File: src/hw/rtl/acm_ram.sv
module acm_ram #(
    parameter int WIDTH = 8,
    parameter int DEPTH = 16
) (
    input  logic                     i_clk,
    input  logic                     i_we,
    input  logic [$clog2(DEPTH)-1:0] i_waddr,
    input  logic [WIDTH-1:0]         i_wdata,
    input  logic [$clog2(DEPTH)-1:0] i_raddr,
    output logic [WIDTH-1:0]         o_rdata
);
    logic [WIDTH-1:0] r_mem [DEPTH];

    always_ff @(posedge i_clk) begin
        if (i_we) begin
            r_mem[i_waddr] <= i_wdata;
        end
        o_rdata <= r_mem[i_raddr];
    end
endmodule

File: config.mk
export PLATFORM = sky130hd
export DESIGN_NAME = acm_ram
export DESIGN_NICKNAME = d
export VERILOG_FILES = /design/src/hw/rtl/acm_ram.sv
export SDC_FILE = /design/constraint.sdc
export NUM_CORES = 1
export LEC_CHECK = 0
export BUFFER_PORTS_ARGS = -buffer_cell sky130_fd_sc_hd__buf_2
export CORE_MARGIN = 5
export CORE_UTILIZATION = 44
export CTS_CLUSTER_SIZE = 25
export DETAILED_ROUTE_END_ITERATION = 8
export GPL_TIMING_DRIVEN = 0
export PLACE_DENSITY_LB_ADDON = 0.15
export SKIP_CTS_REPAIR_TIMING = 1
export SYNTH_ARGS = -nofsm -noshare
export SYNTH_HDL_FRONTEND = slang
export SYNTH_SLANG_ARGS = --single-unit
File: constraint.sdc
create_clock -name i_clk -period 2.6 [get_ports i_clk]
set_clock_uncertainty 0.1 [all_clocks]
set_input_delay 0.39 -clock i_clk [delete_from_list [all_inputs] [get_ports i_clk]]
set_output_delay 0.39 -clock i_clk [all_outputs]
set_load 0.05 [all_outputs]
=== Word level (Yosys, flattened, before mapping) ===
Memory sizes are Yosys's and may differ from the RTL's. A register that Yosys moved wholly into a read port is not among the register bits.
Index checks and enable logic that the tools add are counted.

* Muxes and demuxes: 2

{| class="wikitable"
|+ Operators with widths
! cell !! number
|-
| $mux W1 || 2
|}

* Memories: 1
* Output and inout bits: 8
* RAM bits: 128
* Bits in registers: 0
* Input bits: 18
* Word-level logic and storage cells: 3

{| class="wikitable"
|+ Memory list
! memory !! depth !! width !! rd ports !! clocked after Yosys merged registers in !! wr ports !! line !! source
|-
| r_mem || 16 || 8 || 1 || 1 || 1 || 12 || <nowiki>logic [WIDTH-1:0] r_mem [DEPTH];</nowiki>
|}

=== Logic depth before layout (Yosys ltp) ===
Gate-level depths: netlist of run 1.

* Depth in word-level cells: 2
* Depth in mapped cells: 5
* Gate-level depth less buffers: 3

=== Worst setup path after synthesis of run 1 ===
No wires, ideal clock.

* Kind: input-to-reg
* Start point: input port i_waddr[2]
* End point: memory r_mem[0][0] (enable)
* Stages: 2
* Library setup time: 0.383 ns
* Buffers on the path: 0
* Path slack: 0.617 ns
* Data arrival time: 1.500 ns
* Cell sequence: or3b_2 > nor3_1

{| class="wikitable"
|+ RTL lines
! what !! line !! source
|-
| start: declaration || 7 || <nowiki>input logic [$clog2(DEPTH)-1:0] i_waddr,</nowiki>
|-
| end: declaration || 12 ||
|}

Straight into the memory's write port.

=== Worst setup path after layout of run 1 ===
* Start point: input port i_waddr[2]
* End point: memory r_mem[0][6] (enable)

Straight into the memory's write port.

==> results of run 1 <==
-- final timing paths --
kind | slack, ps | start | end | cells after the start
worst min register to register | 580 | r_mem[14][1] | o_rdata[1] | 3
worst min-delay path | 290 | i_wdata[5] | r_mem[15][5] | 1
worst max register to register | 1040 | r_mem[1][2] | o_rdata[2] | 3
worst max-delay path | 520 | i_waddr[2] | r_mem[0][6] | 3
-- cell families (layout without fill, tap and decap cells) --
| group | count (synthesis) | count (layout) | synth area share, % |
|---|---|---|---|
| AND/OR/NAND/NOR | 35 | 35 | 3.18 |
| buffers and inverters | 10 | 66 | 1.68 |
| multiplexers | 32 | 32 | 15.0 |
| AO/OA/AOI/OAI | 16 | 16 | 2.33 |
| flip-flops | 136 | 136 | 77.8 |
-- power by group --
part | switching (mW) | leakage (nW) | internal [mW]
clock network | 0.861 | 0.299 | 1.59
registers | 0.0120 | 1.22 | 2.45
logic | 0.188 | 0.522 | 0.0976
-- metrics by stage --
stage	cell area (um^2)	hold slack [ps]	setup WS [ps]	instances
4_1_cts	6060	284	464	428
6_report	6060	288	522	428
3_3_place_gp	5450	561	67.0	396
5_1_grt	6060	288	413	428
2_1_floorplan	5150	389	617	229
3_5_place_dp	5450	569	41.2	397
-- area by class of cell --
cell class,instances,area (um^2)
multi-input combinational,83,1060
clock buffer,17,425
buffer,10,86.3
timing repair buffer,25,125
tap,143,179
clock inverter,14,181
fill,895,5400
sequential,136,4000
-- flip-flops by register name, summed over array words and instances (netlist names) --
| register | cells |
|---|---|
| o_rdata | 8 |
| r_mem | 128 |
-- per-layer routing --
layer / wire length (um) / vias to the layer above
met5: 0 / -
met4: 122 / 0
met3: 608 / 11
met2: 4960 / 83
met1: 4610 / 1231
li1: - / 1063
-- cells in the final DEF (no fill, tap or decap), drive strengths merged --
cell and count:
nand3 1, mux4 32, nor3 4, nor2b 1, clkdlybuf4s25 3, nand2 9
inv 1, nand3b 2, and2b 1, buf 32, bufinv 4, clkinv 9
nor2 13, clkbuf 17, dfxtp 8, or3b 1, and2 1, edfxtp 128
nand2b 2, a22oi 16
==> flow_summary.toml, run 1 <==
[run_status]
status = "complete, no violations"

[finish]
nNetsFinal = 291
syn2layout_area_growth_pct = 17.8
final_core_util_pct = 52.9
drive_gt1_share_pct = 29.1
diodes = 0

[route]
drtAntennaViolNets = 0
drt-initial-drc-count = 268
routed_wl_um = 10300
dr.pass1.iters = 4
vias_per_cell = 5.58
vias = 2388
wl_per_cell_um = 24.1
drc_errors = 0

[critical_path]
cpPeakStageDelay_ps = 970
critPathMaxFanout = 8
arrival_ps = 1990
path_buf_inv = 1
worstSetupEndpointType = "register"
cp_slowest_cell = "nor3_1"
worstPathRequired_ps = 2510
start_kind = "input pin"
crit_chain = "buf_2 -> or3b_2 -> nor3_1"
worstSetupPathType = "input pin to register"
cp_top_family = "simple AND/OR/NAND/NOR gates"

[power_and_ir_drop]
p_per_area_nw_per_um2 = 858
p_total_mw = 5.20
leakage_nw = 2.04
ir_drop_v = 0.000486

[synthesis]
syn_inst = 229
synth_cell_types = 19
synth_edf_count = 128
yosysWarnings = 0
syn_area_um2 = 5150
synth_area_per_cell_um2 = 22.5
synth_top_area_share_pct = 74.7
synth_most_common_cell = "edfxtp_1"
ys_seq_elements = 136
synthFlopType = "edfxtp_1"
syn-num-nets = 247
yosys-top-cells-count = "edfxtp_1 (128), mux4_2 (18), a22oi_1 (16), mux4_1 (14), nor2_1 (13)"
synth_top_area_cell = "edfxtp_1"
yosysSeqAreaShare_pct = 77.8
ys_top_cells_by_area = "edfxtp_1 (75%), mux4_2 (7.9%), mux4_1 (7.1%)"
ys_async_sr_fraction_pct = 0

[placement]
hpwlAfterDp_um = 6580
gp_congestion = 0.807
io_buffers = 24

[timing]
slew_headroom_pct = 16.0
clock.fmax_ghz = 0.481
min_period_ps = 2080
report.final.hold_viol_count = 0
setup_viol = 0
drv_slew = 0
rsz0062_at_grt = "no"
timing.final.crit_share_pct = 79.9
setup_tns_ps = 0
tightest_slew_ps = 1250

[global_routing]
grt_max_degree = 17
use_met3_pct = 4.01
antenna_found_initial = 0
use_met2_pct = 24.2
first_global_vias = 2501
grt-busiest-layer = "met2"
grt_overflow = 0
gr-usage-all-layers_pct = 15.5
grt_pass1_wl_um = 15500
globalRouteMet1Util_pct = 21.5

[clock_network]
cts_max_level = 4
tritoncts = "yes"
cts_buffers = 17
cts_sinks = 136
clockBufferDepth = 2
clk_latency_ps = 410
cts-root-buf = "clkbuf_16"
clkTransAtPathRegs_ps = 60

[worst_hold_path]
hp-class = "input pin to register"

[die]
die-height_um = 118
dieArea_um2 = 14000
initial_core_util_pct = 44.9
die_w_um = 118
placementRows = 39
ios = 26
core_um2 = 11500

[job]
max-cap-violations = 0
(Power assumes the default switching activity.)
==> run 2, diff against run 1 <==
==> constraint.sdc (replaced) <==
create_clock -name i_clk -period 2 [get_ports i_clk]
set_clock_uncertainty 0.1 [all_clocks]
set_input_delay 0.3 -clock i_clk [delete_from_list [all_inputs] [get_ports i_clk]]
set_output_delay 0.3 -clock i_clk [all_outputs]
set_load 0.05 [all_outputs]
==> run 2 against run 1 <==
Effect of this change:
- cell area barely moved
- total power up 30%
- die area is the same
- count of clock-buffer cells in the layout stayed put
- critical path depth unchanged
- cell count unchanged
- via count decreased by 0.17%
- sequential power grew 30%
- first-iteration DRC count down 1.9%
- core utilization about the same
==> flow_summary.toml, run 2 (synthesis gave the netlist of run 1 again) <==
[clock_network]
tritoncts = "yes"
cts_sinks = 136
cts-root-buf = "clkbuf_16"
clkTransAtPathRegs_ps = 60
clockBufferDepth = 2
clk_latency_ps = 410
cts_max_level = 4
cts_buffers = 17

[route]
dr.pass1.iters = 4
drt-initial-drc-count = 263
vias_per_cell = 5.57
routed_wl_um = 10300
drc_errors = 0
vias = 2384
drtAntennaViolNets = 0
wl_per_cell_um = 24.0

[critical_path]
cpPeakStageDelay_ps = 960
worst-r2r-cell-count = 3
rr_endpoint = "o_rdata[1]"
worstSetupPathType = "input pin to register"
arrival_ps = 1620
worstPathRequired_ps = 1910
reg2reg_slack_ps = 450
endpoint = "r_mem[8][5]"
cp_top_family = "simple AND/OR/NAND/NOR gates"
start_kind = "input pin"
crit_chain = "buf_2 -> nand3b_1 -> nor3_1"
timing.rr.start = "r_mem[1][1]"
worstSetupEndpointType = "register"
path_buf_inv = 1
cp_num_cells = 3
critPathMaxFanout = 8
crit_start = "i_waddr[2]"
cp_slowest_cell = "nor3_1"

[timing]
drv_slew = 0
timing.final.crit_share_pct = 85.6
fin_hold_ws_ps = 199
setup_viol = 0
report.final.hold_viol_count = 0
rsz0062_at_grt = "no"
setup_slack_ps = 287
min_period_ps = 1710
slew_headroom_pct = 17.8
clock.fmax_ghz = 0.584
tightest_slew_ps = 1220

[die]
die-height_um = 118
die_w_um = 118
initial_core_util_pct = 44.9
dieArea_um2 = 14000
placementRows = 39
ios = 26
core_um2 = 11500

[placement]
pre_cts_ws_ps = -469
dp.cells = 397
dpl_cell_area_um2 = 5450
io_buffers = 24
gp_congestion = 0.807
hpwlAfterDp_um = 6580

[finish]
top_regs = "r_mem (128), o_rdata (8)"
fin_area_um2 = 6070
stdcell_count = 428
syn2layout_area_growth_pct = 17.9
fillers = 894
layout_commonest_cell = "edfxtp_1"
diodes = 0
multiInputGateArea_um2 = 1070
final_cell_mix = "edfxtp_1 (128), buf_2 (28), mux4_2 (18)"
nNetsFinal = 291
regMostFlops = "r_mem"
drive_gt1_share_pct = 29.5
seq_area_um2 = 4000
largest_reg_flops = 128

[global_routing]
first_global_vias = 2501
grt_overflow = 0
gr-usage-all-layers_pct = 15.5
grt_pass1_wl_um = 15500
grt_max_degree = 17
antenna_found_initial = 0

[run_status]
status = "complete, no violations"

[power_and_ir_drop]
leakage_nw = 2.05
ir_drop_v = 0.000632
p_per_area_nw_per_um2 = 1110
p_total_mw = 6.76

[worst_hold_path]
hp-class = "input pin to register"

[job]
max-cap-violations = 0
[run 2: cell types whose count changed in the layout (fill, tap and decap cells not counted)]
| cell | delta |
|---|---|
| nor3_1 | -1 |
| nor3_2 | +1 |
[run 2: worst register-to-register path: stages (launching register included)]
cell	delay (ps)
edfxtp_1	340
mux4_1	540
a22oi_1	350
nand2_1	100
[run 2: area by class of cell]
type / instances / area share (%)
Sequential cell: 136 / 66.0
Multi-Input combinational cell: 83 / 17.6
Clock buffer: 17 / 7.01
Clock inverter: 14 / 2.99
Tap cell: 143 / 2.95
Timing Repair Buffer: 25 / 2.06
Buffer: 10 / 1.42
[run 2: per-layer routing]
layer | vias up | wire length (um) | GRT usage [%]
met5 | - | 0 | 0
met4 | 0 | 130 | 4.95
met3 | 13 | 611 | 4.01
met2 | 82 | 4920 | 24.2
met1 | 1227 | 4610 | 21.5
li1 | 1062 | - | -
[run 2: worst min path at each step]
stage / slack (ps) / cells past startpoint / startpoint / end
2_1_floorplan: 300 / 0 / i_wdata[0] / r_mem[0][0]
3_3_place_gp: 560 / 3 / r_mem[14][2] / o_rdata[2]
3_5_place_dp: 570 / 3 / r_mem[14][2] / o_rdata[2]
4_1_cts: 190 / 1 / i_wdata[5] / r_mem[14][5]
5_1_grt: 200 / 1 / i_wdata[5] / r_mem[11][5]
6_report: 200 / 1 / i_wdata[5] / r_mem[15][5]
[run 2: power by group]
| part | internal (mW) | total (mW) | switching, mW |
|---|---|---|---|
| clock network | 2.07 | 3.19 | 1.12 |
| registers | 3.19 | 3.20 | 0.0157 |
| logic | 0.127 | 0.371 | 0.244 |
| total | 5.38 | 6.76 | 1.38 |
[run 2: metrics by stage]
step,utilization [%],TNS [ps]
finish,52.9,0
CTS,52.8,-341
global route,52.9,0
floorplan,-,0
detailed placement,47.5,-8970
global placement,47.5,-10970
